--- src/design/bpa_pkg.sv ---
// ----------------------------------------------------------------------------
// Bitmap page allocator package
// Shared constants, codes and controller/datapath command and status types.
// ----------------------------------------------------------------------------
package bpa_pkg;

  localparam int MaxPagesDefault    = 4096;
  localparam int MapWordBitsDefault = 32;
  localparam int CountW             = 13;
  localparam int PageW              = 12;

  localparam logic [1:0] REQ_ALLOC = 2'd0;
  localparam logic [1:0] REQ_FREE  = 2'd1;
  localparam logic [1:0] REQ_MARK  = 2'd2;
  localparam logic [1:0] REQ_NOP   = 2'd3;

  localparam logic [1:0] ST_OK     = 2'd0;
  localparam logic [1:0] ST_NO_RUN = 2'd1;
  localparam logic [1:0] ST_ZERO   = 2'd2;
  localparam logic [1:0] ST_RANGE  = 2'd3;

  typedef struct packed {
    logic load;      // capture request, reset run counter, position at scan start
    logic restart;   // move to page 0, clear run counter and rover (retry)
    logic rd;        // read word at current position
    logic step;      // examine one page, advance position
    logic wr;        // write back modified word
    logic fill_set;  // set (1) or clear (0) during fill
    logic fill_step; // modify one page of the run in the held word
    logic ld_fill;   // begin fill from run start
  } bpa_cmd_t;

  typedef struct packed {
    logic found;     // run complete this step
    logic at_lim;    // position reached limit
    logic word_end;  // position leaves the held word after this step
    logic fill_done; // last page of run filled
    logic rover_zero;
  } bpa_sts_t;

endpackage

--- src/design/bpa_datapath.sv ---
// ----------------------------------------------------------------------------
// Bitmap page allocator datapath
// Bitmap memory, held word, page position, run counter, rover and fill end.
// ----------------------------------------------------------------------------
module bpa_datapath #(
  parameter int MAX_PAGES     = bpa_pkg::MaxPagesDefault,
  parameter int MAP_WORD_BITS = bpa_pkg::MapWordBitsDefault
) (
  input  logic                      clk,
  input  logic                      rst,
  input  bpa_pkg::bpa_cmd_t         cmd,
  input  logic                      clr,
  output bpa_pkg::bpa_sts_t         sts,
  input  logic [1:0]                req_type,
  input  logic [bpa_pkg::PageW-1:0] start_page,
  input  logic [bpa_pkg::CountW-1:0] page_count,
  input  logic [bpa_pkg::CountW-1:0] lim,
  output logic [bpa_pkg::PageW-1:0] run_first
);
  import bpa_pkg::*;

  localparam int Words = (MAX_PAGES + MAP_WORD_BITS - 1) / MAP_WORD_BITS;
  localparam int WW    = (Words > 1) ? $clog2(Words) : 1;
  localparam int BW    = $clog2(MAP_WORD_BITS);
  localparam int PW    = WW + BW;

  logic [MAP_WORD_BITS-1:0] mem [Words];
  logic [MAP_WORD_BITS-1:0] word;
  logic [PW:0]              pos;
  logic [CountW-1:0]        seen;
  logic [CountW-1:0]        count;
  logic [1:0]               req;
  logic [PW-1:0]            rover;
  logic [PW:0]              fend;
  logic [BW-1:0]            bidx;
  logic                     bit_used;
  logic [CountW-1:0]        seen_next;
  logic [PW:0]              scan_from;
  logic [WW-1:0]            waddr;
  logic [WW-1:0]            caddr;

  assign bidx      = pos[BW-1:0];
  assign waddr     = pos[PW-1:BW];
  assign caddr     = WW'(start_page >> BW);
  assign bit_used  = word[bidx];
  assign seen_next = bit_used ? '0 : seen + 1'b1;
  assign scan_from = (req_type == REQ_ALLOC) ? {1'b0, rover} : (PW+1)'(start_page);

  assign sts.found      = !bit_used && (seen_next == count);
  assign sts.at_lim     = (pos >= (PW+1)'(lim)) || (pos >= (PW+1)'(MAX_PAGES));
  assign sts.word_end   = (bidx == BW'(MAP_WORD_BITS - 1));
  assign sts.fill_done  = (pos == fend);
  assign sts.rover_zero = (rover == '0);
  assign run_first      = PageW'(pos);

  always_ff @(posedge clk) begin
    if (cmd.rd) begin
      word <= mem[waddr];
    end else if (cmd.fill_step) begin
      word[bidx] <= cmd.fill_set;
    end
    if (clr) begin
      mem[caddr] <= '0;
    end else if (cmd.wr) begin
      mem[waddr] <= word;
    end
  end

  always_ff @(posedge clk) begin
    if (rst) begin
      rover <= '0;
      pos   <= '0;
      seen  <= '0;
      count <= '0;
      req   <= '0;
      fend  <= '0;
    end else begin
      if (cmd.load) begin
        pos   <= scan_from;
        seen  <= '0;
        count <= page_count;
        req   <= req_type;
        fend  <= (PW+1)'(start_page) + (PW+1)'(page_count) - 1'b1;
      end else if (cmd.restart) begin
        pos   <= '0;
        seen  <= '0;
        rover <= '0;
      end else if (cmd.ld_fill) begin
        fend <= pos;
        pos  <= pos + 1'b1 - (PW+1)'(count);
      end else if (cmd.step) begin
        seen <= seen_next;
        pos  <= pos + 1'b1;
      end else if (cmd.fill_step) begin
        if (req == REQ_ALLOC) begin
          rover <= PW'(fend);
        end else if (req == REQ_MARK && !bit_used) begin
          rover <= PW'(pos);
        end
        if (pos != fend && !sts.word_end) begin
          pos <= pos + 1'b1;
        end
      end else if (cmd.wr) begin
        if (pos != fend) begin
          pos <= pos + 1'b1;
        end
      end
    end
  end

endmodule

--- src/design/bpa_ctrl.sv ---
// ----------------------------------------------------------------------------
// Bitmap page allocator controller
// Sequences bitmap scan, retry and fill; one page per cycle but for word I/O.
// ----------------------------------------------------------------------------
module bpa_ctrl (
  input  logic                       clk,
  input  logic                       rst,
  input  logic                       in_fire,
  input  logic [1:0]                 req_type,
  input  logic [bpa_pkg::PageW-1:0]  start_page,
  input  logic [bpa_pkg::CountW-1:0] page_count,
  input  logic [bpa_pkg::CountW-1:0] lim,
  input  logic [bpa_pkg::PageW-1:0]  run_first,
  input  bpa_pkg::bpa_sts_t          sts,
  output bpa_pkg::bpa_cmd_t          cmd,
  output logic                       busy,
  output logic                       res_valid,
  output logic [bpa_pkg::PageW-1:0]  res_first,
  output logic [1:0]                 res_status
);
  import bpa_pkg::*;

  typedef enum logic [3:0] {
    IDLE, SREAD, SCAN, FREAD, FILL, FWRITE, FDONE, DONE
  } state_t;

  state_t      state;
  logic [1:0]  req;
  logic        tried;
  logic [PageW-1:0] first;
  logic [CountW:0]  range_end;

  assign range_end = {1'b0, CountW'(start_page)} + {1'b0, page_count};
  assign busy      = (state != IDLE);

  always_comb begin
    cmd = '0;
    cmd.fill_set = (req != REQ_FREE);
    case (state)
      IDLE:   cmd.load = in_fire;
      SREAD:  cmd.rd = !sts.at_lim;
      SCAN:   cmd.step = !sts.at_lim && !sts.found;
      FREAD:  cmd.rd = 1'b1;
      FILL:   cmd.fill_step = 1'b1;
      FWRITE: cmd.wr = 1'b1;
      default: ;
    endcase
    if (state == SCAN && !sts.at_lim && sts.found) cmd.ld_fill = 1'b1;
    if (state == SREAD && sts.at_lim && !tried && !sts.rover_zero) cmd.restart = 1'b1;
    if (state == SCAN && sts.at_lim && !tried && !sts.rover_zero) cmd.restart = 1'b1;
  end

  always_ff @(posedge clk) begin
    if (rst) begin
      state      <= IDLE;
      res_valid  <= 1'b0;
      req        <= '0;
      tried      <= 1'b0;
      first      <= '0;
      res_first  <= '0;
      res_status <= ST_OK;
    end else begin
      case (state)
        IDLE: begin
          res_valid <= 1'b0;
          if (in_fire) begin
            req   <= req_type;
            tried <= 1'b0;
            res_first <= '0;
            if (req_type == REQ_NOP) begin
              res_status <= ST_OK;
              state      <= DONE;
            end else if (page_count == '0) begin
              res_status <= ST_ZERO;
              state      <= DONE;
            end else if (req_type == REQ_ALLOC) begin
              res_status <= ST_OK;
              state      <= SREAD;
            end else if (range_end > {1'b0, lim}) begin
              res_status <= ST_RANGE;
              state      <= DONE;
            end else begin
              res_status <= ST_OK;
              state      <= FREAD;
            end
          end
        end
        SREAD: begin
          if (sts.at_lim) begin
            if (cmd.restart) begin
              tried <= 1'b1;
            end else begin
              res_status <= ST_NO_RUN;
              state      <= DONE;
            end
          end else begin
            state <= SCAN;
          end
        end
        SCAN: begin
          if (sts.at_lim) begin
            if (cmd.restart) begin
              tried <= 1'b1;
              state <= SREAD;
            end else begin
              res_status <= ST_NO_RUN;
              state      <= DONE;
            end
          end else if (sts.found) begin
            state <= FDONE;
          end else if (sts.word_end) begin
            state <= SREAD;
          end
        end
        FDONE: begin
          first <= run_first;
          state <= FREAD;
        end
        FREAD: state <= FILL;
        FILL: begin
          if (sts.fill_done || sts.word_end) state <= FWRITE;
        end
        FWRITE: begin
          if (sts.fill_done) begin
            if (req == REQ_ALLOC) res_first <= first;
            state <= DONE;
          end else begin
            state <= FREAD;
          end
        end
        DONE: begin
          res_valid <= 1'b1;
          state     <= IDLE;
        end
        default: state <= IDLE;
      endcase
    end
  end

endmodule

--- src/design/bitmap_page_allocator.sv ---
// ----------------------------------------------------------------------------
// Bitmap page allocator
// Next-fit page run allocator over a one-bit-per-page bitmap.
// ----------------------------------------------------------------------------
// Input items on s_axis: allocate, free or mark-used a run of pages. One
// result item per request leaves on m_axis. pages_in_use is written through
// cfg_we/cfg_wdata; the user must write it only while the block is idle,
// as the block itself does not enforce it. One request is in work at a time;
// s_axis_tready is low meanwhile. Allocation scans one page per cycle
// from the rover, one bitmap word read per 32 pages, with one retry from
// page 0 if the rover was not already there, then fills the run one page
// per cycle with a read and write-back per word. Free and mark-used walk
// the run the same way. The result sits in an output register; a stalled
// receiver holds it and holds off the next request until it is taken.
// Reset clears the rover and sets pages_in_use to 4096. The bitmap memory is
// then cleared by a pass of one word per cycle (128 words at the default
// size) during which no request is taken.
// ----------------------------------------------------------------------------
module bitmap_page_allocator #(
  parameter int MAX_PAGES     = bpa_pkg::MaxPagesDefault,
  parameter int MAP_WORD_BITS = bpa_pkg::MapWordBitsDefault
) (
  input  logic        clk,
  input  logic        rst,
  input  logic        s_axis_tvalid,
  output logic        s_axis_tready,
  input  logic [31:0] s_axis_tdata,  // req_type[1:0], start_page[13:2], page_count[26:14]
  output logic        m_axis_tvalid,
  input  logic        m_axis_tready,
  output logic [15:0] m_axis_tdata,  // first_page[11:0], status[13:12]
  input  logic        cfg_we,
  input  logic [12:0] cfg_wdata
);
  import bpa_pkg::*;

  localparam int Words = (MAX_PAGES + MAP_WORD_BITS - 1) / MAP_WORD_BITS;
  localparam int WW    = (Words > 1) ? $clog2(Words) : 1;

  logic [CountW-1:0] pages_in_use;
  logic [CountW-1:0] lim;
  logic              busy;
  logic              res_valid;
  logic [PageW-1:0]  res_first;
  logic [1:0]        res_status;
  logic              in_fire;
  logic              clearing;
  logic [WW:0]       clr_idx;
  bpa_cmd_t          cmd;
  bpa_cmd_t          dp_cmd;
  bpa_sts_t          sts;
  logic [PageW-1:0]  run_first;
  logic [PageW-1:0]  dp_start;
  logic [CountW-1:0] dp_count;
  logic [1:0]        dp_req;

  assign lim = (32'(pages_in_use) > 32'(MAX_PAGES)) ? CountW'(MAX_PAGES) : pages_in_use;
  assign s_axis_tready = !busy && !res_valid && !m_axis_tvalid && !clearing;
  assign in_fire = s_axis_tvalid && s_axis_tready;

  always_ff @(posedge clk) begin
    if (rst) begin
      pages_in_use  <= CountW'(4096);
      m_axis_tvalid <= 1'b0;
      clearing      <= 1'b1;
      clr_idx       <= '0;
    end else begin
      if (cfg_we) pages_in_use <= cfg_wdata;
      if (clearing) begin
        clr_idx <= clr_idx + 1'b1;
        if (clr_idx == (WW+1)'(Words - 1)) clearing <= 1'b0;
      end
      if (res_valid) begin
        m_axis_tvalid <= 1'b1;
        m_axis_tdata  <= {2'b00, res_status, res_first};
      end else if (m_axis_tready) begin
        m_axis_tvalid <= 1'b0;
      end
    end
  end

  // clearing pass drives the datapath clear port: present the word's start page, write zero
  always_comb begin
    dp_cmd   = cmd;
    dp_req   = s_axis_tdata[1:0];
    dp_start = s_axis_tdata[13:2];
    dp_count = s_axis_tdata[26:14];
    if (clearing) begin
      dp_cmd   = '0;
      dp_cmd.load = 1'b1;
      dp_req   = REQ_FREE;
      dp_start = PageW'(32'(clr_idx[WW-1:0]) * MAP_WORD_BITS);
      dp_count = CountW'(1);
    end
  end

  bpa_ctrl u_ctrl (
    .clk        (clk),
    .rst        (rst),
    .in_fire    (in_fire),
    .req_type   (s_axis_tdata[1:0]),
    .start_page (s_axis_tdata[13:2]),
    .page_count (s_axis_tdata[26:14]),
    .lim        (lim),
    .run_first  (run_first),
    .sts        (sts),
    .cmd        (cmd),
    .busy       (busy),
    .res_valid  (res_valid),
    .res_first  (res_first),
    .res_status (res_status)
  );

  bpa_datapath #(
    .MAX_PAGES     (MAX_PAGES),
    .MAP_WORD_BITS (MAP_WORD_BITS)
  ) u_dp (
    .clk        (clk),
    .rst        (rst),
    .cmd        (dp_cmd),
    .clr        (clearing),
    .sts        (sts),
    .req_type   (dp_req),
    .start_page (dp_start),
    .page_count (dp_count),
    .lim        (lim),
    .run_first  (run_first)
  );

endmodule

--- config.mk ---
export PLATFORM = sky130hd
export DESIGN_NAME = bitmap_page_allocator
export DESIGN_NICKNAME = d
export VERILOG_FILES = /design/src/design/bpa_pkg.sv /design/src/design/bpa_datapath.sv /design/src/design/bpa_ctrl.sv /design/src/design/bitmap_page_allocator.sv
export SDC_FILE = /design/constraint.sdc
export NUM_CORES = 2
export LEC_CHECK = 0
export BUFFER_PORTS_ARGS = -buffer_cell sky130_fd_sc_hd__buf_4
export CORE_MARGIN = 5
export CORE_UTILIZATION = 46
export CTS_CLUSTER_SIZE = 10
export DETAILED_ROUTE_END_ITERATION = 8
export GPL_ROUTABILITY_DRIVEN = 0
export GPL_TIMING_DRIVEN = 0
export PLACE_DENSITY_LB_ADDON = 0.12
export REMOVE_ABC_BUFFERS = 1
export SLEW_MARGIN = 40
export SYNTH_ARGS = -nofsm -noshare
export SYNTH_HDL_FRONTEND = slang
export SYNTH_SLANG_ARGS = --single-unit
--- constraint.sdc ---
create_clock -name clk -period 10.35 [get_ports clk]
set_input_delay 2.07 -clock clk [delete_from_list [all_inputs] [get_ports clk]]
set_output_delay 2.07 -clock clk [all_outputs]
set_load 0.02 [all_outputs]
### Word level (Yosys, flattened, before mapping)

Memories as Yosys holds them, arrays and structs flattened. A register that Yosys moved wholly into a read port is not among the register bits.
Index checks and enable logic that the tools add are counted.

* multiplexer cells: 84
* bitwise logic cells: 3
* order comparisons: 6
* eq/ne operators: 28
* reductions and logical operators: 60
* add/sub/neg operators: 7

Operator list (number)
* $mux W13: 14
* $mux W12: 11
* $mux W32: 3
* $mux W4: 10
* $bwmux W32: 1
* $reduce_or A32 Y1: 1
* $pmux W4 S7: 1
* $add A13 B1 Y13 const B: 2
* $eq A13 B13 Y1: 2
* $pmux W12 S2: 1
* $mux W1: 22
* $mux W7: 3
* $ne A2 B1 Y1 const B: 10
* $logic_and A1 B1 Y1: 17
* $eq A4 B3 Y1 const B: 4
* $mux W2: 8
* $reduce_and A4 Y1: 4
* $add A12 B13 Y14: 1
* $gt A14 B13 Y1: 1
* $reduce_bool A2 Y1: 7
* $add A12 B13 Y13: 1
* $ge A13 B13 Y1: 1
* $ge A13 B13 Y1 const B: 1
* $gt A13 B13 Y1 const B: 1
* 36 further kinds: 61

* memories kept: 1
* register bits: 169
* memory bits (writable): 4096
* output and inout bits: 18
* input bits: 50

Memories
* u_dp.mem: depth 128, bits a word 32, rd ports 1, clocked after Yosys merged registers in 1, write ports 1, RTL line bpa_datapath.sv:27 `logic [MAP_WORD_BITS-1:0] mem [Words];`

### Longest topological paths before layout

* word-level depth: 18
* gate-level depth with buffers: 19

### Hierarchy

Synthesis repeated with hierarchy kept, for this count alone.

* cells, all modules: 7425
* area total of the unflattened synthesis: 167654.5 µm²

Modules (own cells, without submodules)
* bpa_datapath: instances 1, cells each 6959, sequential area each 125420.3 µm², area each 163450.5 µm²
* bpa_ctrl: instances 1, cells each 306, sequential area each 660.6 µm², area each 2526.2 µm²
* bitmap_page_allocator: instances 1, cells each 160, sequential area each 880.8 µm², area each 1677.9 µm²

### Least setup slack after synthesis

No wires, ideal clock.

* kind: input-to-reg
* from: input port s_axis_tdata[2]
* to: register u_ctrl.res_status[1]
* data arrival time: 5292 ps
* path buffers: 0
* required time: 10218 ps
* path slack: 4926 ps
* stages: 19
* library setup time: 132 ps
* cell sequence: ha_1 > fa_1 > a21o_1 > a21oi_1 > o21bai_1 > a21oi_1 > nor2b_1 > o21a_1 > o31a_1 > o41ai_1 > xnor2_1 > ha_1 > nand2_1 > nor4_1 > nor3_1 > o31ai_1 > o21ai_0 > o211ai_1 > a21oi_1

* word-level cells in the longest chain between the ends: 8

RTL lines
* start: declaration: RTL line bitmap_page_allocator.sv:27 `input logic [31:0] s_axis_tdata,`
* $add A12 B13 Y14: RTL line bpa_ctrl.sv:33 `assign range_end = {1'b0, CountW'(start_page)} + {1'b0, page_count};`
* $gt A14 B13 Y1: RTL line bpa_ctrl.sv:79 `end else if (range_end > {1'b0, lim}) begin`
* $mux W2: RTL line bpa_ctrl.sv:79
* $mux W2: RTL line bpa_ctrl.sv:76 `end else if (req_type == REQ_ALLOC) begin`
* $mux W2: RTL line bpa_ctrl.sv:73 `end else if (page_count == '0) begin`
* $mux W2: RTL line bpa_ctrl.sv:70 `if (req_type == REQ_NOP) begin`
* $mux W2: RTL line bpa_ctrl.sv:66 `if (in_fire) begin`
* $pmux W2 S2: RTL line bpa_ctrl.sv:63 `case (state)`
* end signal: assignment: RTL line bpa_ctrl.sv:71 `res_status <= ST_OK;`
* end signal: assignment: RTL line bpa_ctrl.sv:74 `res_status <= ST_ZERO;`
* end signal: assignment: RTL line bpa_ctrl.sv:77 `res_status <= ST_OK;`
* end: declaration: RTL line bpa_ctrl.sv:19 `output logic [1:0] res_status`

No other way between the ends. The select of a mux whose other input is x is not followed.
A chain may end at the register's enable or synchronous reset.

### Worst setup path in the final report

* from: register clearing
* to: output port s_axis_tready

* word-level cells in the longest chain between the ends: 2

RTL lines
* start: declaration: RTL line bitmap_page_allocator.sv:46 `logic clearing;`
* start signal: assignment: RTL line bitmap_page_allocator.sv:64 `clearing <= 1'b1;`
* start signal: assignment: RTL line bitmap_page_allocator.sv:70 `if (clr_idx == (WW+1)'(Words - 1)) clearing <= 1'b0;`
* $logic_not A1 Y1: RTL line bitmap_page_allocator.sv:57 `assign s_axis_tready = !busy && !res_valid && !m_axis_tvalid && !clearing;`
* $logic_and A1 B1 Y1: RTL line bitmap_page_allocator.sv:57
* end: declaration: RTL line bitmap_page_allocator.sv:26 `output logic s_axis_tready,`

No other way between the ends.

==> metrics.yaml <==
synth:
  ys_seq_area_frac: 0.761
  netlist_area_mm2: 0.167
  syn_area_per_cell_um2: 22.7
  synth_edf_count: 4142
  ys_warn_count: 0
  ys_seq_elements: 4271
  netlist_instances: 7358
  netlist-cell-type-count: 70
  synth_ff_type: "edfxtp_1"
  async_reset_ff_frac: 0
power_and_ir_drop:
  combPwrFrac: 0.033
  swShare: 0.203
  seqPwrFrac: 0.546
  power_frac_clock: 0.421
  peakVddDrop_uv: 134
  power.internal_mw: 27.4
  p_switching_mw: 7.00
  p_leak_nw: 52.9
  powerDensity_mw_per_mm2: 175
clock_network:
  cts_sinks: 4271
  cts_tree: "done"
  clk_pin_slew_ps: 50
  postCtsSetupRepairBufs: 0
  ctsHoldBuffers: 0
  cts_resized: 0
  clockRootBuffer: "clkbuf_16"
  clockBufferDepth: 4
  numCtsBuffers: 472
  insertion_delay_ps: 1000
  htree_levels: 5
cells_and_area:
  syn_to_final_growth_pct: 18.2
  fillCellCount: 26700
  regArea_mm2: 0.127
  drive_above_1_share: 0.330
  most-common-layout-cells: "edfxtp_1, mux4_2, clkbuf_16, nand2_1, buf_12"
  multi_input_area_mm2: 0.0394
  fin_nets: 8190
  final_common_cell: "edfxtp_1"
global_routing:
  gr-usage-met2: 0.386
  grt_util_met1: 0.356
  grt_first_pass_wirelength_um: 640000
  overflow: 0
  top_usage_layer: "met2"
  grt_pass1_vias: 82200
  antenna_found_initial: 23
  grt_max_degree: 81
  met3_usage: 0.0385
  track_usage: 0.242
floorplan:
  dieHeight_um: 612
  die_w_um: 612
  initial_utilization: 0.461
  num_rows: 221
  core_mm2: 0.362
  die_area_mm2: 0.375
  ios: 68
setup_path:
  crit_arrival_ps: 3160
  worstPathRequired_ps: 8280
  critPathKind: "reg -> out"
  path_cells: "buf_16 -> nor3_1 -> nor4b_1 -> buf_4"
  cp_slowest_cell: "nor3_1"
  startpoint_type: "flop"
  end_kind: "primary output"
  slowest_delay_ps: 730
  cp_max_fo: 16
sta:
  hold_viol: 0
  rsz0062_at_grt: "no"
  skew_ps: 68.0
  whs_ps: 427
  tightest_slew_ps: 946
  slew_viol_final: 0
  totalNegativeSetupSlack_ps: 0
  fin_crit_ps: 5230
  post-route-period-util: 0.505
  max_clock_freq_mhz: 191
  max_slew_margin: 0.369
  setup_viol: 0
run_status:
  status: "completed"
detailed_routing:
  routed_wl_um: 454000
  vias: 80900
  vias_per_cell: 6.24
  drcViolationCount: 0
  first_pass_iters: 5
  drt_iter0_markers: 9305
  routedWlPerCell_um: 35.0
  ant_nets: 0
run:
  drv_cap: 0
place:
  dp_hpwl_um: 313000
  port_buffers: 60
min_path:
  hp-class: "reg -> reg"
[registers in the layout, indices dropped and copies added, names as in the netlist, 2 cells and up, named ones only]
| name | cells |
|---|---|
| u_ctrl.res_status | 2 |
| u_dp.req | 2 |
| u_ctrl.res_first | 12 |
| u_ctrl.state | 3 |
| clr_idx | 8 |
| m_axis_tdata | 14 |
| u_ctrl.req | 2 |
| u_dp.rover | 12 |
| u_ctrl.first | 12 |
| u_dp.mem | 4096 |
| u_dp.fend | 13 |
| u_dp.word | 32 |
| u_dp.pos | 13 |
| u_dp.count | 13 |
| pages_in_use | 13 |
| u_dp.seen | 13 |
[layer usage]
metal  share of wire  up-vias
met5        0.000048        -
met4           0.024        4
met3           0.073      569
met2            0.48     3254
met1            0.42    44600
li1                -    32500
[worst paths after layout]
kind / startpoint / endpoint / slack (ps) / depth (start not counted)
setup / recovery: clearing / s_axis_tready / 5120 / 4
hold / removal: u_ctrl.res_first[10] / m_axis_tdata[10] / 430 / 0
setup reg to reg: flop / u_dp.word[6] / 5130 / 12
hold reg to reg: u_ctrl.res_first[10] / m_axis_tdata[10] / 430 / 0
[cells by family (layout without fill, tap and decap cells)]
kind of cell,Yosys count,count (layout),synth area share
flip-flops,4271,4271,0.761
multiplexers,1436,1436,0.188
AND/OR/NAND/NOR,683,683,0.0181
buffers and inverters,458,1258,0.0105
AO/OA/AOI/OAI,353,353,0.0128
adder cells (fa/ha/maj),83,83,0.00636
XOR/XNOR,73,73,0.00383
other,1,19,0.0000225
[worst max-delay path, delay by kind of cell, from the launching register on]
| kind | cells | cell delay (ps) |
|---|---|---|
| DFF | 1 | 440 |
| and+or+nand+nor | 2 | 1270 |
| buffers and inverters | 2 | 460 |
[area by class of cell]
class | instances | area share
Multi-Input combinational cell | 2630 | 0.200
Clock inverter | 29 | 0.00179
Antenna cell | 17 | 0.000216
Clock buffer | 547 | 0.0620
Inverter | 62 | 0.00118
Tap cell | 4794 | 0.0304
Timing Repair Buffer | 620 | 0.0610
Sequential cell | 4271 | 0.644
[power groups by stage]
stage                     combinational, mW  sequential (mW)  clock [mW]
after floorplan                        1.13             19.3           0
after global placement                 1.85             19.4           0
after detailed placement               1.16             19.1           0
after CTS                              1.16             18.8        14.8
after global routing                   1.21             18.8        15.5
final                                  1.15             18.8        14.5
[through the flow]
stage | total power [mW] | setup WS (ps) | cell area (µm²) | instances | utilization
floorplan | 20.4 | -33860 | 165000 | 6963 | -
global placement | 21.3 | -57400 | 172000 | 11800 | 0.475
detailed placement | 20.3 | 4190 | 185000 | 12400 | 0.510
CTS | 34.7 | 5020 | 197000 | 13000 | 0.545
global route | 35.5 | 4860 | 197000 | 13000 | 0.545
finish | 34.4 | 5120 | 197000 | 13000 | 0.545
[cell usage after synthesis (4+ instances only)]
library cell	n	area (µm²)
edfxtp_1	4142	124000
mux4_2	1352	30400
clkbuf_1	305	1140
nor2_1	252	946
nand2_1	235	882
a21oi_1	135	676
dfxtp_1	129	2580
mux2i_1	82	821
buf_1	81	304
ha_1	80	1000
o21ai_0	77	385
inv_1	62	233
xnor2_1	47	412
nand3_1	43	215
and2_1	40	250
o22ai_1	31	194
xor2_1	26	228
nor3_1	21	105
or3_1	16	100
nor4_1	15	93.8
nand4_1	13	81.3
o21a_1	13	97.6
a21o_1	12	90.1
nor2b_1	12	75.1
o211ai_1	10	75.1
o221ai_1	10	87.6
a31oi_1	7	43.8
and3_1	7	43.8
a211oi_1	6	45.0
buf_2	6	30.0
nand2b_1	6	37.5
nand3b_1	6	45.0
o31ai_1	6	45.0
a22oi_1	4	30.0
o2111ai_1	4	35.0
o21bai_1	4	30.0
o2bb2ai_1	4	35.0
o41ai_1	4	35.0
or2_2	4	25.0
Note: power is estimated with default switching activity, not from simulation.
